==> src/rtl/core/sacr_pkg.sv <==
// Shared types, constants and arithmetic helpers for the sky angle to camera rotation block.
`timescale 1ns / 1ps
package sacr_pkg;

	// Pipeline depths
	localparam int TRIG_STAGES      = 16;
	localparam int MATRIX_FRAC_BITS = 14;
	localparam int PHASE_STAGES     = 3;
	localparam int FOCAL_W          = 22;
	localparam int DIV_STEPS        = FOCAL_W;
	localparam int MAT_DLY          = DIV_STEPS - 1;
	localparam int PIPE_LEN         = PHASE_STAGES + TRIG_STAGES + 1 + 2 + DIV_STEPS;

	// Angle lanes
	localparam int LANES     = 5;
	localparam int LANE_AZ   = 0;
	localparam int LANE_ALT  = 1;
	localparam int LANE_ROLL = 2;
	localparam int LANE_HFOV = 3;
	localparam int LANE_VFOV = 4;

	// Angle to phase: 2^32 = 36000 * 119304 + 23296 = 72000 * 59652 + 23296
	localparam int TURN_HUNDREDTHS = 36000;
	localparam int PHASE_K_FULL    = 119304;
	localparam int PHASE_K_HALF    = 59652;
	localparam int PHASE_REM       = 23296;
	localparam int ROUND_FULL      = 18000;
	localparam int ROUND_HALF      = 36000;
	localparam int SHIFT_FULL      = 5;
	localparam int SHIFT_HALF      = 6;
	localparam int RECIP_DIV       = 1125;
	localparam int RECIP_MUL       = 3817748;

	// CORDIC
	localparam logic signed [31:0] CORDIC_GAIN = 32'sd652032874;
	localparam logic signed [31:0] EIGHTH_TURN = 32'sd536870912;

	// Matrix output scaling
	localparam int MAT_SHIFT = 30 - MATRIX_FRAC_BITS;
	localparam int MAT_RND   = (MAT_SHIFT > 0) ? (1 << (MAT_SHIFT - 1)) : 0;
	localparam logic signed [34:0] MAT_LIM = 35'sd1 <<< MATRIX_FRAC_BITS;

	// Focal divider
	localparam int NUM_W = 48;
	localparam int DEN_W = 32;
	localparam logic [FOCAL_W-1:0] FOCAL_MAX = {FOCAL_W{1'b1}};

	typedef enum logic [1:0] {
		FC_DIVIDE,
		FC_ZERO,
		FC_MAX
	} fcode_t;

	typedef struct packed {
		logic signed [31:0] x;
		logic signed [31:0] y;
		logic signed [31:0] z;
		logic [1:0]         quarter;
	} rot_t;

	typedef struct packed {
		logic [NUM_W-1:0]   rem;
		logic [DEN_W-1:0]   den;
		logic [FOCAL_W-1:0] quo;
		fcode_t             code;
	} div_t;

	// Arctangent of 2^-i in 2^32 turn units
	function automatic logic signed [31:0] atan_turn(input logic [4:0] idx);
		logic signed [31:0] a;
		begin
			unique case (idx)
				5'd0:  a = 32'sh20000000;
				5'd1:  a = 32'sh12E4051D;
				5'd2:  a = 32'sh09FB385B;
				5'd3:  a = 32'sh051111D4;
				5'd4:  a = 32'sh028B0D43;
				5'd5:  a = 32'sh0145D7E1;
				5'd6:  a = 32'sh00A2F61E;
				5'd7:  a = 32'sh00517C55;
				5'd8:  a = 32'sh0028BE53;
				5'd9:  a = 32'sh00145F2E;
				5'd10: a = 32'sh000A2F98;
				5'd11: a = 32'sh000517CC;
				5'd12: a = 32'sh00028BE6;
				5'd13: a = 32'sh000145F3;
				5'd14: a = 32'sh0000A2F9;
				5'd15: a = 32'sh0000517C;
				5'd16: a = 32'sh000028BE;
				5'd17: a = 32'sh0000145F;
				5'd18: a = 32'sh00000A2F;
				5'd19: a = 32'sh00000517;
				5'd20: a = 32'sh0000028B;
				5'd21: a = 32'sh00000145;
				5'd22: a = 32'sh000000A2;
				5'd23: a = 32'sh00000051;
				default: a = 32'sh00000000;
			endcase
			return a;
		end
	endfunction

	// Q30 product with round half up
	function automatic logic signed [31:0] mul_q30(input logic signed [31:0] a,
			input logic signed [31:0] b);
		logic signed [63:0] p;
		begin
			p = 64'(a) * 64'(b) + 64'sd536870912;
			return p[61:30];
		end
	endfunction

	// Round Q30 to matrix format and saturate
	function automatic logic [15:0] mat_out(input logic signed [33:0] v);
		logic signed [34:0] t;
		begin
			t = (35'(v) + 35'(MAT_RND)) >>> MAT_SHIFT;
			if (t > MAT_LIM)
				t = MAT_LIM;
			else if (t < -MAT_LIM)
				t = -MAT_LIM;
			return t[15:0];
		end
	endfunction

endpackage

==> src/rtl/core/sacr_cordic_cell.sv <==
// One rotation-mode CORDIC step with its output register.
`timescale 1ns / 1ps
module sacr_cordic_cell (
	input  logic            clk,
	input  logic            en,
	input  logic [4:0]      step,
	input  sacr_pkg::rot_t  rot_in,
	output sacr_pkg::rot_t  rot_out
);

	logic signed [31:0] dx, dy, da;

	always_comb begin
		dx = rot_in.y >>> step;
		dy = rot_in.x >>> step;
		da = sacr_pkg::atan_turn(step);
	end

	// Rotate toward zero residual angle
	always_ff @(posedge clk) begin
		if (en) begin
			rot_out.quarter <= rot_in.quarter;
			if (!rot_in.z[31]) begin
				rot_out.x <= rot_in.x - dx;
				rot_out.y <= rot_in.y + dy;
				rot_out.z <= rot_in.z - da;
			end else begin
				rot_out.x <= rot_in.x + dx;
				rot_out.y <= rot_in.y - dy;
				rot_out.z <= rot_in.z + da;
			end
		end
	end

endmodule

==> config.mk <==
export PLATFORM = sky130hd
export DESIGN_NAME = sacr_cordic_cell
export DESIGN_NICKNAME = d
export VERILOG_FILES = /design/src/rtl/core/sacr_pkg.sv /design/src/rtl/core/sacr_cordic_cell.sv
export SDC_FILE = /design/constraint.sdc
export NUM_CORES = 1
export LEC_CHECK = 0
export BUFFER_PORTS_ARGS = -buffer_cell sky130_fd_sc_hd__buf_4
export CORE_UTILIZATION = 45
export CTS_CLUSTER_DIAMETER = 100
export DETAILED_ROUTE_END_ITERATION = 10
export SLEW_MARGIN = 20
export SYNTH_ARGS = -nofsm -noshare
export SYNTH_HDL_FRONTEND = slang
export SYNTH_SLANG_ARGS = --single-unit
==> constraint.sdc <==
create_clock -name clk -period 16.64 [get_ports clk]
set_input_delay 0 -clock clk [delete_from_list [all_inputs] [get_ports clk]]
set_output_delay 0 -clock clk [all_outputs]
set_load 0.03 [all_outputs]
Word-level counts from Yosys, hierarchy flattened
Memory sizes are Yosys's and may differ from the RTL's. Index checks and enable logic that the tools add are counted.

Bits in latches: 0. Register bits: 98. Memories kept: 1. Bits in read-only memories: 960. Memory bits (writable): 0. Input port bits: 105. Output and inout port bits: 98.

Memories: (name not given) (depth 32, bits a word 30, rd ports 1, clocked after Yosys merged registers in 0, write ports 0, RTL line sacr_pkg.sv:72) `unique case (idx)`.

Bitwise operators: 0. Shift operators: 2. Equal/unequal tests: 0. Reduce and logical (&&, ||, !) cells: 0. Add/subtract/negate cells: 6. Mux-type cells: 1. $lt $le $gt $ge: 0. Multipliers: 0. Divide/modulo/power cells: 0.

Operators with widths (count): $add A32 B32 Y32 (3); $mux W96 (1); $sub A32 B32 Y32 (3); $sshr A32 B5 Y32 (2).

Logic depth before layout (Yosys ltp)
Gate-level depths: netlist of run 1.

Depth after elaboration: 3. Gate-level depth with buffers: 26. Gate-level depth less buffers: 22.

Worst setup path before layout of run 1
Ideal clock, no wire load.

Path kind: input to register. From: input port step[0]. To: register rot_out[95] (netlist bit), data pin. Setup time: 0.262 ns. Arrival time: 5.128 ns. Data required time: 16.378 ns. Setup slack: 11.250 ns. Path buffers: 3. Stages: 24. Cell sequence: buf_6 buf_6 buf_2 mux4_2 mux2_2 a22oi_1 nand3_1 inv_1 ha_1 inv_1 nor3_2 nor3b_2 and2_1 a31oi_1 xor2_1 ha_1 a21o_1 a31o_2 or3b_2 a311oi_1 o31ai_1 nor4_1 o21bai_1 xor2_1.

Cells in the longest elaborated chain, start to end: 3. Elaborated cells between the ends (all ways): 4.

RTL lines: start, declared (RTL line sacr_cordic_cell.sv:6) `input logic [4:0] step,`; $sshr A32 B5 Y32 (*) (RTL line sacr_cordic_cell.sv:14) `dx = rot_in.y >>> step;`; $sub A32 B32 Y32 / $add A32 B32 Y32 (equally long branches) (RTL line sacr_cordic_cell.sv:24, sacr_cordic_cell.sv:28); $mux W96 (*) (RTL line sacr_cordic_cell.sv:23) `if (!rot_in.z[31]) begin`; end, declared (RTL line sacr_cordic_cell.sv:8) `output sacr_pkg::rot_t rot_out`.

Mark *: on every way between the ends. The rest lies on a longest branch, timed or not. A chain may end at the register's enable or synchronous reset.

Final worst setup path of run 1
From: input port step[1]. To: register rot_out[32] (netlist bit), data pin.

Cells in the longest elaborated chain, start to end: 3. Elaborated cells between the ends (all ways): 4.

RTL lines (RTL line): $mem_v2 Z32 W30 (*); $sub A32 B32 Y32 / $add A32 B32 Y32 (equally long branches) (sacr_cordic_cell.sv:26, sacr_cordic_cell.sv:30); $mux W96 (*) (sacr_cordic_cell.sv:23).

Marks and branches as above.

==> reports/qor.csv, run 1 <==
metric;value;unit
hpwlAfterDp;38600;um
start_kind;input port;
ios;203;
power_leakage;6.84;nW
die_x;183;um
final_hold_viol_count;0;
grt_start_max_net_pins;80;
cp-startpoint;step[1];
die-area;0.0337;mm^2
synth_async_sr_flop_share;0;%
grt_first_pass_wirelength;78000;um
synth_area_leader;sky130_fd_sc_hd__edfxtp_1;
yosys_most_used_dff;sky130_fd_sc_hd__edfxtp_1;
cts.reportedPaths.clkPinSlew;0.08;ns
cp.arrival;6.99;ns
die-height;183;um
yosysSeqAreaShare;19.9;%
crit_path_cell_trace;buf_4, inv_2, ha_1, mux4_2, o31ai_1, nand4b_1, nor4_2, nor2_1, xnor2_1, ha_1, a21o_1, a21o_1, a211o_1, a221oi_1, o31a_1, o31ai_1, or4_1, nand2_1, o211ai_1;
holdBufCountCts;7;
cts_resized;0;
num-fill-cells;3053;
power;1.56;mW
fin_hold_ws;0.0908;ns
critical_path_class;in -> reg;
crit_path_max_fanout;79;
slowest_stage;sky130_fd_sc_hd__buf_4;
average_cell_area_after_synthesis;9.06;um^2
core_outline_area;0.0325;mm^2
clock-root-buffer;sky130_fd_sc_hd__clkbuf_16;
cp-end-kind;flop;
tritoncts_buffers;9;
layout.nets;1996;
globalRouteTotalUtil;30.2;%
ctsHtreeMaxLevel;3;
io_buffer_count;202;
postCtsSetupBuffers;0;
final_antenna_net_count;0;
layoutNonFillerInstCount;2222;
min_path_type;in -> reg;
routabilityCongestion;0.973;
detailed_route_via_count;14191;
cap_violations;0;
route.final.wire_length;51100;um
multi_input_area;0.0113;mm^2
finish.utilization;52.2;%
maxSlewHeadroom;27.9;%
worst-slew-pin-transition;1.08;ns
area_added_between_synthesis_and_finish;14.3;%
wl_per_cell;23.0;um
grt_setup_unrepaired;no;
synthDistinctLibCells;95;
cts.sinks;98;
crit_path_max_incr_delay;0.74;ns
ys.warnings.count;0;
vdd_drop_max;0.0582;mV
cp.required;16.77;ns
drt_pre_antenna_iters;6;
antenna_found_initial;0;
antenna_diodes;0;
clock_tree_from_tritoncts;yes;
synth_cells;1635;
final.min_clock_period;6.86;ns
grt_pass1_vias;13485;
floorplan.initialDensity;45.6;%
timing.final.max_slew_violations;0;
area_share_of_the_largest_cell_type_after_synthesis;19.9;%
synth.area.top_cells;sky130_fd_sc_hd__edfxtp_1, sky130_fd_sc_hd__mux4_2, sky130_fd_sc_hd__ha_1;
grt_remaining_overflow;0;
fp-row-count;66;
post_synth_instance_area;0.0148;mm^2
synth.ff_latch_count;98;
detailedRoute.firstIterationViolations;1473;
synth_nets;1856;
setup-violations-final;0;
final.setup.tns;0;ns
result_of_the_run;finished clean;
final_layout_size_suffix_gt1_share;21.3;%
power-per-cell-area;92.1;mW/mm^2
fin_crit_sh;41.2;%
fmax;146;MHz
dp_cells;2199;
top_regs;rot_out (98);
cts.path.max_buffers;2;
synth_edf_count;98;
largest_reg_flops;98;
area.sequential;0.00294;mm^2
final_routed_drc_violation_total;0;
worst_setup_path_endpoint;rot_out[32]$_DFFE_PP_;
max_flop_register;rot_out;
vias_per_cell;6.39;
-- cell usage after synthesis (all sizes together), types with 12 or more instances --
cell and instances:
xor2 66, a211oi 30, nor2 137, buf 52, mux2i 62, xnor2 101, and2 17, nand2b 19
nand3 34, a21o 36, a221oi 13, o22ai 15, a211o 12, o21ai 94, edfxtp 98, nor2b 21
a21oi 130, o21a 21, ha 113, nor3 26, clkbuf 42, o31ai 13, mux4 81, nand2 114
a31oi 38, mux2 34, inv 44
-- worst min-delay path by stage --
stage,endpoint,slack [ns],startpoint,cells after the start
final,rot_out[34]$_DFFE_PP_,0.09,rot_in[34],4
after global routing,rot_out[6]$_DFFE_PP_,0.13,rot_in[6],3
after CTS,rot_out[29]$_DFFE_PP_,0.08,rot_in[29],3
after detailed placement,rot_out[0]$_DFFE_PP_,0.18,rot_in[0],1
after global placement,rot_out[1]$_DFFE_PP_,0.18,rot_in[1],1
after floorplan,rot_out[0]$_DFFE_PP_,0.1,rot_in[0],0
-- area by class of cell --
cell class	count	area share, %
Timing Repair Buffer	223	10.0
Clock buffer	10	1.35
Sequential cell	98	17.4
Multi-Input combinational cell	1398	66.5
Clock inverter	6	0.480
Inverter	45	0.998
Tap cell	442	3.27
-- critical path: cells and delay by family --
kind / cells / cell delay, ns
muxes: 1 / 0.54
buffers and inverters: 2 / 1.41
xor gates and xnor gates: 1 / 0.23
and+or+nand+nor: 5 / 1.79
AOI/OAI and AO/OA: 8 / 1.91
adders and majority gates: 2 / 1.04
-- layer usage --
layer / vias to the layer above / GRT usage (%) / share of wire (%)
li1: 6555 / - / -
met1: 6783 / 42.8 / 45
met2: 745 / 44.7 / 43
met3: 104 / 6.64 / 9.6
met4: 4 / 10.1 / 2.7
met5: - / 3.41 / 0.23
-- layout by cell type, fill, tap and decap left out, types with 29 or more instances in the layout --
master / n
sky130_fd_sc_hd__a211oi_1: 29
sky130_fd_sc_hd__a21o_1: 36
sky130_fd_sc_hd__a21oi_1: 130
sky130_fd_sc_hd__a31oi_1: 38
sky130_fd_sc_hd__buf_4: 215
sky130_fd_sc_hd__edfxtp_1: 98
sky130_fd_sc_hd__ha_1: 113
sky130_fd_sc_hd__inv_1: 41
sky130_fd_sc_hd__mux2_2: 30
sky130_fd_sc_hd__mux2i_1: 62
sky130_fd_sc_hd__mux4_2: 81
sky130_fd_sc_hd__nand2_1: 114
sky130_fd_sc_hd__nand3_1: 32
sky130_fd_sc_hd__nor2_1: 136
sky130_fd_sc_hd__o21ai_0: 87
sky130_fd_sc_hd__xnor2_1: 101
sky130_fd_sc_hd__xor2_1: 66
-- stage by stage --
step / setup WS (ns) / cell area, um^2
final: 9.78 / 16900
after global routing: 9.37 / 16900
after CTS: 10.02 / 16900
after detailed placement: 9.61 / 16500
after global placement: 9.74 / 16500
after floorplan: 11.25 / 14800
-- power by group --
group          internal [mW]  switching, mW
Combinational          0.374          0.568
Sequential             0.369         0.0182
Clock                  0.131         0.0993
Total                  0.874          0.685
-- kinds of logic after synthesis --
| family | after synthesis | share of synthesized area (%) |
|---|---|---|
| compound gates | 506 | 22.5 |
| xor+xnor | 167 | 9.87 |
| fa+ha+maj | 116 | 9.95 |
| buf+inv | 139 | 4.15 |
| flops | 98 | 19.9 |
| mux | 177 | 19.2 |
| simple gates | 432 | 14.5 |
No activity file was read; power rests on OpenSTA's default activity.
==> run 2: changes to the inputs <==
==> constraint.sdc (replaced) <==
create_clock -name clk -period 6.7 [get_ports clk]
set_input_delay 0 -clock clk [delete_from_list [all_inputs] [get_ports clk]]
set_output_delay 0 -clock clk [all_outputs]
set_load 0.03 [all_outputs]
==> reports/qor.csv, run 2 (synthesis results as in run 1) <==
metric;value;unit;change
result_of_the_run;finished clean;;
detailed_route_via_count;14360;;+1.2%
critical_path_class;in -> reg;;
crit_path_cell_trace;buf_6, buf_12, mux4_2, mux2_2, a22o_1, nor4_1, nand3b_1, nor3_2, and4_1, a21oi_1, xor2_1, ha_1, a21oi_1, o21a_1, nand2_1, nor4_1, o21ai_0, a41oi_1, a211oi_1, or4_1, nand3_1;;
routabilityCongestion;0.982;;+0.92%
route.final.wire_length;51800;um;+1.5%
clock_tree_from_tritoncts;yes;;
cp-end-kind;flop;;
crit_path_max_fanout;59;;-25%
holdBufCountCts;7;;unchanged
cts_resized;0;;unchanged
wl_per_cell;23.1;um;+0.37%
timing.final.max_slew_violations;0;;unchanged
grt_start_max_net_pins;67;;-16%
power_leakage;6.95;nW;+1.6%
max_flop_register;rot_out;;
largest_reg_flops;98;;unchanged
cp.required;6.94;ns;-9.83 ns
start_kind;input port;;
critical-path-top-delay-family;simple AND/OR/NAND/NOR gates;;
die_x;183;um;unchanged
multi_input_area;0.0113;mm^2;unchanged
grt_first_pass_wirelength;79800;um;+2.3%
vias_per_cell;6.39;;+0.11%
clock-root-buffer;sky130_fd_sc_hd__clkbuf_16;;
detailedRoute.firstIterationViolations;1444;;-2.0%
min_delay_path_depth;3;;-1
final_common_cell;sky130_fd_sc_hd__buf_4;;
crit_path_max_incr_delay;0.58;ns;-0.16 ns
final_layout_size_suffix_gt1_share;22.2;%;+0.94 points
hpwlAfterDp;40300;um;+4.2%
grt_pass1_vias;13492;;+0.052%
final_antenna_net_count;0;;unchanged
fp-row-count;66;;unchanged
tritoncts_buffers;9;;unchanged
mostFrequentLayoutCells;sky130_fd_sc_hd__buf_4, sky130_fd_sc_hd__nor2_1, sky130_fd_sc_hd__a21oi_1, sky130_fd_sc_hd__nand2_1, sky130_fd_sc_hd__ha_1;;
die-area;0.0337;mm^2;unchanged
hp-start;rot_in[29];;
dpl_worst_slack;0.221;ns;-9.39 ns
final.min_clock_period;6.14;ns;
layout.nets;2021;;+1.3%
area_added_between_synthesis_and_finish;15.5;%;
cts.path.max_buffers;2;;unchanged
die-height;183;um;unchanged
worst-slew-pin-transition;1.08;ns;-0.000632 ns
drt_pre_antenna_iters;6;;unchanged
final.setup.tns;0;ns;unchanged
final_hold_viol_count;0;;unchanged
fin_crit_sh;91.7;%;
vdd_drop_max;0.135;mV;+130%
power;3.82;mW;+140%
grt_remaining_overflow;0;;unchanged
fmax;163;MHz;
area.sequential;0.00294;mm^2;unchanged
postCtsSetupBuffers;0;;unchanged
cap_violations;0;;unchanged
maxSlewHeadroom;27.8;%;-0.049 points
slowest_stage;sky130_fd_sc_hd__mux4_2;;
setup-violations-final;0;;unchanged
antenna_found_initial;0;;unchanged
cp.arrival;6.38;ns;-0.61 ns
antenna_diodes;0;;unchanged
io_buffer_count;202;;unchanged
floorplan.initialDensity;45.6;%;unchanged
ios;203;;unchanged
num-fill-cells;3075;;+0.72%
hold_path_end;rot_out[29]$_DFFE_PP_;;
crit_buf_inv;2;;unchanged
worst_slack;0.559;ns;-9.23 ns
top_regs;rot_out (98);;
power-per-cell-area;223;mW/mm^2;+140%
final_routed_drc_violation_total;0;;unchanged
globalRouteTotalUtil;30.8;%;+0.61 points
ctsHtreeMaxLevel;3;;unchanged
min_path_type;in -> reg;;
cts.sinks;98;;unchanged
cts.reportedPaths.clkPinSlew;0.07;ns;about the same
grt_setup_unrepaired;no;;
core_outline_area;0.0325;mm^2;unchanged
-- run 2: cell count changes in the layout (fill, tap and decap cells not counted), sizes merged --
cell and delta:
buf +25, bufinv -2, clkbuf +1
-- run 2: area by class of cell --
| class | instances | share of cell area (%) |
|---|---|---|
| clock buffers | 11 | 1.36 |
| clock inverters | 4 | 0.117 |
| inverters | 45 | 0.987 |
| multi-input cells | 1398 | 65.8 |
| flip-flops and latches | 98 | 17.2 |
| well taps | 442 | 3.23 |
| repair buffers | 248 | 11.3 |
-- run 2: stage by stage --
stage	cells	area [um^2]	utilization [%]	hold WS (ns)
floorplan	1635	14800	-	0.0989
global placement	2224	16800	51.7	0.180
detailed placement	2224	16800	51.7	0.182
CTS	2246	17100	52.7	0.0846
global route	2246	17100	52.7	0.120
finish	2246	17100	52.7	0.0960
-- run 2: tightest hold or removal path: stages --
cell	delay (ns)
sky130_fd_sc_hd__buf_4	0.08
sky130_fd_sc_hd__ha_1	0.17
sky130_fd_sc_hd__xnor2_1	0.12
-- run 2: power breakdown --
| group | total [mW] | switching (mW) | leakage [nW] | internal [mW] |
|---|---|---|---|---|
| clock | 0.490 | 0.243 | 0.120 | 0.247 |
| sequential | 0.962 | 0.0446 | 0.960 | 0.917 |
| combinational | 2.37 | 1.42 | 5.87 | 0.947 |
-- run 2: worst max path at each step --
| stage | start | to | slack, ns | cells after the start |
|---|---|---|---|---|
| floorplan | step[0] | rot_out[95]$_DFFE_PP_ | 1.31 | 24 |
| global placement | step[0] | rot_out[64]$_DFFE_PP_ | 0.44 | 21 |
| detailed placement | step[0] | rot_out[64]$_DFFE_PP_ | 0.22 | 21 |
| CTS | step[0] | rot_out[64]$_DFFE_PP_ | 0.61 | 21 |
| global route | step[0] | rot_out[64]$_DFFE_PP_ | 0.04 | 21 |
| finish | step[0] | rot_out[64]$_DFFE_PP_ | 0.56 | 21 |
-- run 2: routing by layer --
| layer | GRT usage [%] | share of wire (%) | vias up | wire, um |
|---|---|---|---|---|
| li1 | - | - | 6621 | - |
| met1 | 44.8 | 45 | 6880 | 23500 |
| met2 | 45.1 | 43 | 771 | 22300 |
| met3 | 6.12 | 9.1 | 88 | 4710 |
| met4 | 10.5 | 2.6 | 0 | 1360 |
| met5 | 0 | 0 | - | 0 |
