### config.mk
export PLATFORM = sky130hd
export DESIGN_NAME = sacr_phase
export DESIGN_NICKNAME = d
export VERILOG_FILES = /design/src/rtl/core/sacr_pkg.sv /design/src/rtl/core/sacr_phase.sv
export SDC_FILE = /design/constraint.sdc
export NUM_CORES = 1
export LEC_CHECK = 0
export ABC_CLOCK_PERIOD_IN_PS = 9550
export BUFFER_PORTS_ARGS = -buffer_cell sky130_fd_sc_hd__buf_2
export CAP_MARGIN = 0
export CORE_ASPECT_RATIO = 1.1
export CORE_MARGIN = 1
export CORE_UTILIZATION = 45
export CTS_CLUSTER_SIZE = 24
export DETAILED_ROUTE_END_ITERATION = 8
export PLACE_DENSITY_LB_ADDON = 0.25
export SKIP_CTS_REPAIR_TIMING = 1
export SYNTH_ARGS = -nofsm -noshare
export SYNTH_HDL_FRONTEND = slang
export SYNTH_SLANG_ARGS = --single-unit
### constraint.sdc
create_clock -name clk -period 9.55 [get_ports clk]
set_input_delay 0.4775 -clock clk [delete_from_list [all_inputs] [get_ports clk]]
set_output_delay 0.4775 -clock clk [all_outputs]
set_load 0.02 [all_outputs]
### src/rtl/core/sacr_pkg.sv
// Shared types, constants and arithmetic helpers for the sky angle to camera rotation block.
`timescale 1ns / 1ps
package sacr_pkg;

	// Pipeline depths
	localparam int TRIG_STAGES      = 16;
	localparam int MATRIX_FRAC_BITS = 14;
	localparam int PHASE_STAGES     = 3;
	localparam int FOCAL_W          = 22;
	localparam int DIV_STEPS        = FOCAL_W;
	localparam int MAT_DLY          = DIV_STEPS - 1;
	localparam int PIPE_LEN         = PHASE_STAGES + TRIG_STAGES + 1 + 2 + DIV_STEPS;

	// Angle lanes
	localparam int LANES     = 5;
	localparam int LANE_AZ   = 0;
	localparam int LANE_ALT  = 1;
	localparam int LANE_ROLL = 2;
	localparam int LANE_HFOV = 3;
	localparam int LANE_VFOV = 4;

	// Angle to phase: 2^32 = 36000 * 119304 + 23296 = 72000 * 59652 + 23296
	localparam int TURN_HUNDREDTHS = 36000;
	localparam int PHASE_K_FULL    = 119304;
	localparam int PHASE_K_HALF    = 59652;
	localparam int PHASE_REM       = 23296;
	localparam int ROUND_FULL      = 18000;
	localparam int ROUND_HALF      = 36000;
	localparam int SHIFT_FULL      = 5;
	localparam int SHIFT_HALF      = 6;
	localparam int RECIP_DIV       = 1125;
	localparam int RECIP_MUL       = 3817748;

	// CORDIC
	localparam logic signed [31:0] CORDIC_GAIN = 32'sd652032874;
	localparam logic signed [31:0] EIGHTH_TURN = 32'sd536870912;

	// Matrix output scaling
	localparam int MAT_SHIFT = 30 - MATRIX_FRAC_BITS;
	localparam int MAT_RND   = (MAT_SHIFT > 0) ? (1 << (MAT_SHIFT - 1)) : 0;
	localparam logic signed [34:0] MAT_LIM = 35'sd1 <<< MATRIX_FRAC_BITS;

	// Focal divider
	localparam int NUM_W = 48;
	localparam int DEN_W = 32;
	localparam logic [FOCAL_W-1:0] FOCAL_MAX = {FOCAL_W{1'b1}};

	typedef enum logic [1:0] {
		FC_DIVIDE,
		FC_ZERO,
		FC_MAX
	} fcode_t;

	typedef struct packed {
		logic signed [31:0] x;
		logic signed [31:0] y;
		logic signed [31:0] z;
		logic [1:0]         quarter;
	} rot_t;

	typedef struct packed {
		logic [NUM_W-1:0]   rem;
		logic [DEN_W-1:0]   den;
		logic [FOCAL_W-1:0] quo;
		fcode_t             code;
	} div_t;

	// Arctangent of 2^-i in 2^32 turn units
	function automatic logic signed [31:0] atan_turn(input logic [4:0] idx);
		logic signed [31:0] a;
		begin
			unique case (idx)
				5'd0:  a = 32'sh20000000;
				5'd1:  a = 32'sh12E4051D;
				5'd2:  a = 32'sh09FB385B;
				5'd3:  a = 32'sh051111D4;
				5'd4:  a = 32'sh028B0D43;
				5'd5:  a = 32'sh0145D7E1;
				5'd6:  a = 32'sh00A2F61E;
				5'd7:  a = 32'sh00517C55;
				5'd8:  a = 32'sh0028BE53;
				5'd9:  a = 32'sh00145F2E;
				5'd10: a = 32'sh000A2F98;
				5'd11: a = 32'sh000517CC;
				5'd12: a = 32'sh00028BE6;
				5'd13: a = 32'sh000145F3;
				5'd14: a = 32'sh0000A2F9;
				5'd15: a = 32'sh0000517C;
				5'd16: a = 32'sh000028BE;
				5'd17: a = 32'sh0000145F;
				5'd18: a = 32'sh00000A2F;
				5'd19: a = 32'sh00000517;
				5'd20: a = 32'sh0000028B;
				5'd21: a = 32'sh00000145;
				5'd22: a = 32'sh000000A2;
				5'd23: a = 32'sh00000051;
				default: a = 32'sh00000000;
			endcase
			return a;
		end
	endfunction

	// Q30 product with round half up
	function automatic logic signed [31:0] mul_q30(input logic signed [31:0] a,
			input logic signed [31:0] b);
		logic signed [63:0] p;
		begin
			p = 64'(a) * 64'(b) + 64'sd536870912;
			return p[61:30];
		end
	endfunction

	// Round Q30 to matrix format and saturate
	function automatic logic [15:0] mat_out(input logic signed [33:0] v);
		logic signed [34:0] t;
		begin
			t = (35'(v) + 35'(MAT_RND)) >>> MAT_SHIFT;
			if (t > MAT_LIM)
				t = MAT_LIM;
			else if (t < -MAT_LIM)
				t = -MAT_LIM;
			return t[15:0];
		end
	endfunction

endpackage

### src/rtl/core/sacr_phase.sv
// Angle in hundredths of a degree to 32-bit turn phase, three pipeline stages.
`timescale 1ns / 1ps
module sacr_phase (
	input  logic        clk,
	input  logic        en,
	input  logic [15:0] angle,  // reduced angle, below one turn
	input  logic        half,   // angle is a full fov, phase of its half
	output logic [31:0] phase
);

	logic [31:0] base_s1, base_s2;
	logic [25:0] w_s1, w_s2;
	logic [15:0] qe_s2;
	logic [32:0] base_full;
	logic [30:0] v;
	logic [47:0] prod;
	logic [25:0] r;
	logic        corr;

	// Split into whole part and small remainder numerator
	always_comb begin
		base_full = 33'(angle) * (half ? 33'(sacr_pkg::PHASE_K_HALF)
			: 33'(sacr_pkg::PHASE_K_FULL));
		v = 31'(angle) * 31'(sacr_pkg::PHASE_REM)
			+ (half ? 31'(sacr_pkg::ROUND_HALF) : 31'(sacr_pkg::ROUND_FULL));
	end

	always_ff @(posedge clk) begin
		if (en) begin
			base_s1 <= base_full[31:0];
			w_s1    <= half ? 26'(v >> sacr_pkg::SHIFT_HALF) : 26'(v >> sacr_pkg::SHIFT_FULL);
		end
	end

	// Estimate quotient by reciprocal, low by at most one
	assign prod = 48'(w_s1) * 48'(sacr_pkg::RECIP_MUL);

	always_ff @(posedge clk) begin
		if (en) begin
			base_s2 <= base_s1;
			w_s2    <= w_s1;
			qe_s2   <= prod[47:32];
		end
	end

	// Correct estimate and add whole part
	always_comb begin
		r    = w_s2 - 26'(qe_s2) * 26'(sacr_pkg::RECIP_DIV);
		corr = (r >= 26'(sacr_pkg::RECIP_DIV));
	end

	always_ff @(posedge clk) begin
		if (en)
			phase <= base_s2 + 32'(qe_s2) + 32'(corr);
	end

endmodule

* Word level (Yosys, flattened, before mapping)
Cells that the tools add are included.
Operators by class: add/subtract/negate cells 4, $mul 4, order comparisons 1, muxes and demuxes 3
Operators by type and width (count):
- multiplier 26 x 20 -> 46 bit (second input constant) | 1
- adder 32 x 1 -> 32 bit | 1
- adder 32 x 16 -> 32 bit | 1
- multiplier 16 x 17 -> 32 bit | 1
- adder 31 x 16 -> 31 bit | 1
- greater-or-equal comparator 26 x 11 -> 1 bit (second input constant) | 1
- multiplier 16 x 11 -> 26 bit (second input constant) | 1
- subtractor 26 bit | 1
- two-way mux 25 bit | 1
- multiplier 16 x 7 -> 23 bit (second input constant) | 1
- two-way mux 17 bit | 1
- two-way mux 16 bit | 1
Word-level totals: register bits after elaboration 164, bits of input ports 19, output and inout bits 32, logic and storage cells 19

* Logic depth before layout (Yosys ltp)
Gate-level depths: netlist (run 1).
depth in word-level cells 4, mapped depth 32, mapped depth without buffers 31

* Worst setup path before layout (run 1)
Ideal clock, no wire load.
kind reg-to-reg, from reg qe_s2[7], to reg phase[28], data pin, library setup time 263 ps, arrival time 7291 ps, required time 9287 ps, path slack 1996 ps, stages on the path, launching flop included 32, path buffers 1, period minus slack after synthesis 7554 ps, cells stage by stage edfxtp_1 ha_1 ha_1 inv_1 fa_1 fa_1 inv_1 fa_1 inv_1 ha_1 a21o_1 a21o_1 a21oi_1 o21ai_0 a211oi_1 o21bai_1 a21oi_1 mux2_2 or4_1 ha_1 ha_1 nor2b_1 o21ai_0 a21boi_0 o21a_1 o21ai_0 nor2b_1 o211a_1 nand3b_1 clkbuf_1 a2111o_1 nand3_1
On the way: cells in the longest elaborated chain, start to end 4, elaborated cells on any way between the ends 5, classes of those cells add/sub (3); mul (1); order compare (1)
RTL lines:
- start, declared | line sacr_phase.sv:13 | logic [15:0] qe_s2;
- start signal, assigned | line sacr_phase.sv:42 | qe_s2 <= prod[47:32];
- multiplier 16 x 11 -> 26 bit | line sacr_phase.sv:48 | r = w_s2 - 26'(qe_s2) * 26'(sacr_pkg::RECIP_DIV);
- subtractor 26 bit | line sacr_phase.sv:48
- greater-or-equal comparator 26 x 11 -> 1 bit | line sacr_phase.sv:49 | corr = (r >= 26'(sacr_pkg::RECIP_DIV));
- adder 32 x 1 -> 32 bit (*) | line sacr_phase.sv:54 | phase <= base_s2 + 32'(qe_s2) + 32'(corr);
- end signal, assigned | line sacr_phase.sv:54
- end, declared | line sacr_phase.sv:8 | output logic [31:0] phase
Every way passes the cells marked *; elsewhere a longest branch is shown, timed or not. A chain may end at the register's enable or synchronous reset.

* Final worst setup path (run 1)
from reg qe_s2[0], to reg phase[24], data pin
Same word-level chain as after synthesis.

==> flow_summary.json, run 1 <==
{
  "drc": 0,
  "ant_nets": 0,
  "hp-start": "base_s1[6]$_DFFE_PP_",
  "ys.flop_type": "edfxtp_1",
  "r2r-start": "qe_s2[0]$_DFFE_PP_",
  "grt_use_met2": 0.338,
  "drive_above_1_share": 0.0477,
  "gp_congestion": 0.900,
  "dr.pass1.iters": 5,
  "die_w_um": 219,
  "tightest_slew_ns": 0.988,
  "synth-async-reset-ratio": 0,
  "endpoint_kind": "flip-flop",
  "final_common_cell": "inv_1",
  "die_h_um": 241,
  "fill_cells": 4775,
  "core_mm2": 0.0512,
  "synthesis.area_mm2": 0.0233,
  "clk_latency_ns": 0.44,
  "start_util": 0.455,
  "grt.overflow.total": 0,
  "worst_setup_path_start_kind": "flip-flop",
  "arrival_ns": 8.65,
  "final_cell_mix": "inv_1, ha_1, fa_1",
  "diodes": 0,
  "fmax_mhz": 118,
  "vias": 15600,
  "detail_route.vias_per_cell": 5.17,
  "rsz0062_at_grt": "no",
  "status": "complete, no violations",
  "timing.rr.end": "phase[24]$_DFFE_PP_",
  "cap_violations": 0,
  "cts.sinks": 154,
  "cts-htree-levels": 4,
  "slowest_stage": "or4_1",
  "drv_slew": 0,
  "portBuffers": 50,
  "clk_pin_slew_ns": 0.08,
  "min_period_over_period": 0.886,
  "ys_warn_count": 0,
  "relSlewSlack": 0.342,
  "rr_worst_depth": 31,
  "register_area_mm2": 0.00462,
  "critPathMaxStageDelay_ns": 0.58,
  "cts_root_buf": "clkbuf_16",
  "rows": 87,
  "antenna_found_initial": 0,
  "die-area_mm2": 0.0527,
  "io_pins": 51,
  "hold_class": "reg -> reg",
  "reg2reg_setup_slack_ns": 1.08,
  "grt_max_degree": 81,
  "finalCriticalPeriod_ns": 8.47,
  "crit_required_ns": 9.73,
  "synth.avg_cell_area_um2": 10.3,
  "grt_pass1_vias": 16000,
  "use_met1": 0.261,
  "timing.final.hold_violations": 0,
  "ys_seq_area_frac": 0.199,
  "path_common_cell": "ha_1",
  "yosysUniqueCellTypes": 79,
  "area_delta_synth_final_pct": 7.35,
  "synth_top_area_cell": "fa_1",
  "gr-usage-all-layers": 0.193,
  "cts_buffer_depth": 2,
  "cts_made_buffers": 17,
  "critical_path_peak_fanout": 14,
  "synth.area.top_cells": "fa_1, ha_1, edfxtp_1, inv_1, xnor2_1",
  "dpl.hpwl_um": 40400,
  "drtIter0Drc": 869,
  "hold_path_depth": 0,
  "grt_pass1_wl_um": 80400,
  "wirelength_um": 48300,
  "synth-edff-count": 154,
  "top_usage_layer": "met2",
  "finalNetCount": 3095,
  "use_met3": 0.0188,
  "fin_skew_ns": 0.0161,
  "cts_tree": "built",
  "path_class": "reg -> reg",
  "fin_tns_setup_ns": 0,
  "setup_violations": 0,
  "detail_route.wl_per_cell_um": 16.0,
  "multi_input_area_mm2": 0.0167,
  "yosysTopAreaCellShare": 0.253,
  "syn_inst": 2260,
  "hold-path-endpoint": "base_s2[6]$_DFFE_PP_",
  "synth_seq_cells": 154
}
## routing by layer
| metal | vias to the layer above | routed length [µm] | part of all wire |
|---|---|---|---|
| met1 | 7710 | 22600 | 0.47 |
| met3 | 29 | 1030 | 0.021 |
| met4 | 0 | 505 | 0.010 |
| li1 | 7643 | - | - |
| met5 | - | 0 | 0 |
| met2 | 189 | 24100 | 0.50 |
## worst max path at each step
stage | start | to | slack, ns | cells past startpoint
4_1_cts | qe_s2[0]$_DFFE_PP_ | phase[24]$_DFFE_PP_ | 1.06 | 31
3_3_place_gp | qe_s2[0]$_DFFE_PP_ | phase[26]$_DFFE_PP_ | 1.26 | 31
2_1_floorplan | qe_s2[7]$_DFFE_PP_ | phase[28]$_DFFE_PP_ | 2.00 | 31
5_1_grt | qe_s2[0]$_DFFE_PP_ | phase[29]$_DFFE_PP_ | 0.62 | 30
6_report | qe_s2[0]$_DFFE_PP_ | phase[24]$_DFFE_PP_ | 1.08 | 31
3_5_place_dp | qe_s2[0]$_DFFE_PP_ | phase[24]$_DFFE_PP_ | 1.10 | 31
## cell type report
| type | count | area share |
|---|---|---|
| Clock buffer | 17 | 0.0170 |
| Clock inverter | 15 | 0.00680 |
| Tap cell | 667 | 0.0334 |
| Sequential cell | 154 | 0.185 |
| Inverter | 513 | 0.0770 |
| Timing Repair Buffer | 53 | 0.0112 |
| Multi-Input combinational cell | 1595 | 0.670 |
## flip-flops by register name (all words and copies together), names as in the netlist
signal	flops
phase	32
w_s1	23
base_s1	30
base_s2	30
w_s2	23
qe_s2	16
## critical path: cells and delay by family, from the launching register on
family	cells	cell delay, ns
DFF	1	0.56
AOI/OAI and AO/OA	13	2.93
xor gates and xnor gates	1	0.11
and+or+nand+nor	6	1.62
buffers and inverters	3	0.14
adders and majority gates	8	2.83
## through the flow
| step | hold WS (ns) | area, µm² | instances | utilization | setup slack [ns] |
|---|---|---|---|---|---|
| detailed placement | 0.405 | 24400 | 2982 | 0.477 | 1.10 |
| CTS | 0.418 | 25000 | 3014 | 0.489 | 1.06 |
| floorplan | 0.400 | 23400 | 2291 | - | 2.00 |
| global placement | 0.401 | 24400 | 2982 | 0.477 | 1.26 |
| global route | 0.429 | 25000 | 3014 | 0.489 | 0.621 |
| finish | 0.410 | 25000 | 3014 | 0.489 | 1.08 |
## cell families (layout without fill, tap and decap cells)
| family | Yosys count | after routing | share of synthesized area |
|---|---|---|---|
| other | 2 | 33 | 0.000322 |
| DFF | 154 | 154 | 0.199 |
| muxes | 12 | 12 | 0.00526 |
| adders and majority gates | 742 | 742 | 0.493 |
| and+or+nand+nor | 381 | 381 | 0.0807 |
| AOI/OAI and AO/OA | 309 | 309 | 0.0901 |
| buffers and inverters | 542 | 598 | 0.0875 |
| xor gates and xnor gates | 118 | 118 | 0.0444 |
## synth_stat cells, drive strengths merged, types with 7 or more instances
master and number:
a21oi 77, o21ai 65, nand3 44, nor2b 17
mux2i 10, clkbuf 22, fa 294, nor3b 7
buf 7, nand4 14, and2 9, edfxtp 154
o41ai 9, a211oi 21, nor2 105, a2111oi 8
nand2b 14, or3 7, xnor2 84, xor2 34
o21bai 13, inv 511, or2 11, nor3 40
nand2 77, and3 20, a31oi 8, a21o 29
ha 448, o21a 14
Power of run 1 is left out: the tool's default activity adds up to more than one toggle a clock period on the data nets, which glitch-free logic cannot reach.
==> inputs of run 2 (changes only) <==
==> constraint.sdc (replaced) <==
create_clock -name clk -period 9.55 [get_ports clk]
set_input_delay 0.955 -clock clk [delete_from_list [all_inputs] [get_ports clk]]
set_output_delay 0.955 -clock clk [all_outputs]
set_load 0.02 [all_outputs]
==> run 2 against run 1 <==
Net effect:
- worst hold slack improved by 0.0063 ns
- register-to-register slack gained 0.02 ns
- clock skew increased by 0.0021 ns
- cell area is essentially flat
==> flow_summary.json, run 2 (same netlist as run 1, synthesis figures left out) <==
{
  "status": "complete, no violations",
  "detail_route.wl_per_cell_um": 15.7,
  "relSlewSlack": 0.333,
  "arrival_ns": 8.62,
  "die_h_um": 241,
  "critPathMaxStageDelay_ns": 0.57,
  "largest_registers": "phase: 32 flops, base_s1: 30 flops, base_s2: 30 flops",
  "endpoint_kind": "flip-flop",
  "hold_class": "reg -> reg",
  "place_area_mm2": 0.0244,
  "ant_nets": 0,
  "dpl.hpwl_um": 40000,
  "final_common_cell": "inv_1",
  "setup_violations": 0,
  "rows": 87,
  "finalNetCount": 3095,
  "drc": 0,
  "cts.sinks": 154,
  "fmax_mhz": 118,
  "io_pins": 51,
  "cts_made_buffers": 17,
  "fin_ws_ns": 1.11,
  "final_cell_mix": "inv_1, ha_1, fa_1",
  "cts_buffer_depth": 2,
  "worst_setup_path_start_kind": "flip-flop",
  "critical_path_peak_fanout": 9,
  "drtIter0Drc": 839,
  "dr.pass1.iters": 5,
  "finalCriticalPeriod_ns": 8.44,
  "cap_violations": 0,
  "min_period_over_period": 0.884,
  "clk_latency_ns": 0.44,
  "dpl_worst_slack_ns": 1.18,
  "drv_slew": 0,
  "hold_path_depth": 0,
  "path_class": "reg -> reg",
  "multi_input_area_mm2": 0.0167,
  "vias": 15500,
  "die-area_mm2": 0.0527,
  "fin_skew_ns": 0.0181,
  "fin_tns_setup_ns": 0,
  "grt_pass1_wl_um": 79500,
  "grt_max_degree": 81,
  "diodes": 0,
  "rsz0062_at_grt": "no",
  "core_mm2": 0.0512,
  "crit_required_ns": 9.73,
  "cts_root_buf": "clkbuf_16",
  "clk_pin_slew_ns": 0.08,
  "timing.final.hold_violations": 0,
  "antenna_found_initial": 0,
  "grt_pass1_vias": 15800,
  "largest_register_ff_count": 32,
  "fin_area_mm2": 0.0250,
  "area_delta_synth_final_pct": 7.36,
  "register_area_mm2": 0.00462,
  "start_util": 0.455,
  "rr_worst_depth": 28,
  "wirelength_um": 47400,
  "cts_tree": "built",
  "grt.overflow.total": 0,
  "drive_above_1_share": 0.0477,
  "top_register": "phase",
  "portBuffers": 50,
  "slowest_stage": "or4_1",
  "die_w_um": 219,
  "detail_route.vias_per_cell": 5.15,
  "cts-htree-levels": 4,
  "path_common_cell": "ha_1",
  "tightest_slew_ns": 1.00,
  "gr-usage-all-layers": 0.190,
  "fill_cells": 4716,
  "gp_congestion": 0.899
}
-- run 2: worst paths after layout --
| path | from | to | slack (ns) |
|---|---|---|---|
| worst min-delay path | base_s1[19]$_DFFE_PP_ | base_s2[19]$_DFFE_PP_ | 0.42 |
| worst max-delay path | qe_s2[6]$_DFFE_PP_ | phase[19]$_DFFE_PP_ | 1.11 |
| worst min register to register | base_s1[19]$_DFFE_PP_ | base_s2[19]$_DFFE_PP_ | 0.42 |
| worst max register to register | qe_s2[6]$_DFFE_PP_ | phase[19]$_DFFE_PP_ | 1.11 |
-- run 2: cell type report --
class                      instances  area share
clock buffer                      17      0.0170
clock inverter                    15     0.00690
inverter                         513      0.0770
multi-input combinational       1595       0.670
sequential                       154       0.185
tap                              667      0.0334
timing repair buffer              53      0.0112
-- run 2: per-layer routing --
metal  wire length, µm  global-route usage
met1             22400               0.264
met2             23200               0.327
met3              1200              0.0155
met4               524              0.0349
met5                 0                   0
-- run 2: stage by stage --
step           instances  hold WS, ns  utilization
4_1_cts             3014        0.420        0.489
5_1_grt             3014        0.432        0.489
3_3_place_gp        2982        0.401        0.477
6_report            3014        0.416        0.489
2_1_floorplan       2291        0.400            -
3_5_place_dp        2982        0.405        0.477
-- run 2: critical path: cells and delay by family, from the launching register on --
kind,cells,cell delay (ns)
AOI/OAI and AO/OA,13,3.34
adders and majority gates,7,2.72
and+or+nand+nor,5,1.25
DFF,1,0.55
xor gates and xnor gates,2,0.25
buffers and inverters,1,0.05
Power of run 2 is left out for the same reason.
==> inputs of run 3 (changes only) <==
CORE_UTILIZATION = 24   (was 45)
MAX_ROUTING_LAYER = met4   (was default)
==> run 3 against run 2 <==
Net effect:
- core utilization is 22 points lower
- sequential share of layout area fell by 0.59 points
- die area up 87%
- cell count up 20%
- global-route usage decreased by 7.8 points
- non-clock buffer count is 4 higher
- via count shrank 2.1%
- flip-flop and latch count unchanged
- wire length grew 9.5%
- clock-buffer cell count unchanged
- register-to-register slack worse by 0.09 ns
- worst setup slack worse by 0.094 ns
- critical path type unchanged
- largest cell class unchanged
==> flow_summary.json, run 3 (same netlist as run 1, synthesis figures left out) <==
{
  "top_register": "phase",
  "die_w_um": 299,
  "cts_buffer_depth": 2,
  "whs_ns": 0.418,
  "cts.sinks": 154,
  "die_h_um": 329,
  "ant_nets": 0,
  "gr-usage-all-layers": 0.112,
  "worst_setup_path_start_kind": "flip-flop",
  "detail_route.wl_per_cell_um": 14.3,
  "rsz0062_at_grt": "no",
  "slowest_stage": "a2111oi_1",
  "status": "complete, no violations",
  "crit_required_ns": 9.76,
  "rows": 119,
  "clk_latency_ns": 0.48,
  "cts-htree-levels": 4,
  "dpl.hpwl_um": 43500,
  "cts_made_buffers": 17,
  "grt.overflow.total": 0,
  "timing.final.hold_violations": 0,
  "relSlewSlack": 0.387,
  "io_pins": 51,
  "drc": 0,
  "area_delta_synth_final_pct": 10.9,
  "wirelength_um": 51900,
  "final_common_cell": "inv_1",
  "critPathMaxStageDelay_ns": 0.61,
  "endpoint_kind": "flip-flop",
  "drv_slew": 0,
  "start_util": 0.243,
  "cts_root_buf": "clkbuf_16",
  "die-area_mm2": 0.0983,
  "setup_violations": 0,
  "min_period_over_period": 0.894,
  "finalCriticalPeriod_ns": 8.54,
  "clk_pin_slew_ns": 0.08,
  "critical_path_peak_fanout": 14,
  "grt_max_degree": 87,
  "grt_pass1_wl_um": 83900,
  "hold_class": "reg -> reg",
  "final_cell_mix": "inv_1, ha_1, fa_1",
  "portBuffers": 50,
  "drive_above_1_share": 0.0493,
  "cts_tree": "built",
  "gp_congestion": 0.812,
  "path_common_cell": "ha_1",
  "fmax_mhz": 117,
  "fin_skew_ns": 0.0178,
  "vias": 15200,
  "grt_pass1_vias": 15400,
  "antenna_found_initial": 6,
  "path_class": "reg -> reg",
  "core_mm2": 0.0959,
  "largest_register_ff_count": 32,
  "largest_registers": "phase: 32 flops, base_s1: 30 flops, base_s2: 30 flops",
  "rr_worst_depth": 31,
  "cap_violations": 0,
  "arrival_ns": 8.75,
  "dr.pass1.iters": 5,
  "hold_path_depth": 0,
  "detail_route.vias_per_cell": 4.20,
  "finalNetCount": 3099,
  "fin_tns_setup_ns": 0,
  "tightest_slew_ns": 0.909,
  "drtIter0Drc": 686
}
[run 3: changes by cell type in the layout (fill, tap and decap cells not counted), sizes merged]
cell,delta
diode,+2
inv,-2
buf,+4
clkinv,+3
clkinvlp,-1
[run 3: stage by stage]
stage / cell area (µm²) / setup slack (ns) / utilization / std cells
2_1_floorplan: 23400 / 2.00 / - / 2291
3_3_place_gp: 25200 / 1.16 / 0.263 / 3589
3_5_place_dp: 25200 / 1.05 / 0.263 / 3589
4_1_cts: 25800 / 1.02 / 0.269 / 3621
5_1_grt: 25800 / 0.374 / 0.270 / 3623
6_report: 25800 / 1.01 / 0.270 / 3623
[run 3: per-layer routing]
| metal | up-vias | global-route usage | wire length, µm |
|---|---|---|---|
| met4 | 0 | 0.0222 | 648 |
| li1 | 7676 | - | - |
| met3 | 40 | 0.0144 | 1240 |
| met1 | 7334 | 0.150 | 25500 |
| met5 | - | - | 0 |
| met2 | 160 | 0.182 | 24500 |
[run 3: path summary, 6_finish.rpt]
check                        startpoint                     to  slack (ns)
setup reg to reg     qe_s2[1]$_DFFE_PP_    phase[24]$_DFFE_PP_        1.01
setup / recovery     qe_s2[1]$_DFFE_PP_    phase[24]$_DFFE_PP_        1.01
hold / removal    base_s1[17]$_DFFE_PP_  base_s2[17]$_DFFE_PP_        0.42
hold reg to reg   base_s1[17]$_DFFE_PP_  base_s2[17]$_DFFE_PP_        0.42
[run 3: cell type report]
class	instances	area, µm²
fillers	10300	70000
repair buffers	57	309
flip-flops and latches	154	4620
clock buffers	17	425
inverters	513	1930
clock inverters	15	214
well taps	1270	1590
diodes	2	5.00
multi-input cells	1595	16700
[run 3: worst max-delay path, delay by kind of cell (launching register included)]
kind | cells | cell delay (ns)
compound gates | 13 | 3.03
fa+ha+maj | 8 | 2.78
simple gates | 6 | 1.67
flops | 1 | 0.53
buf+inv | 3 | 0.14
xor+xnor | 1 | 0.09
Power of run 3 is left out for the same reason.
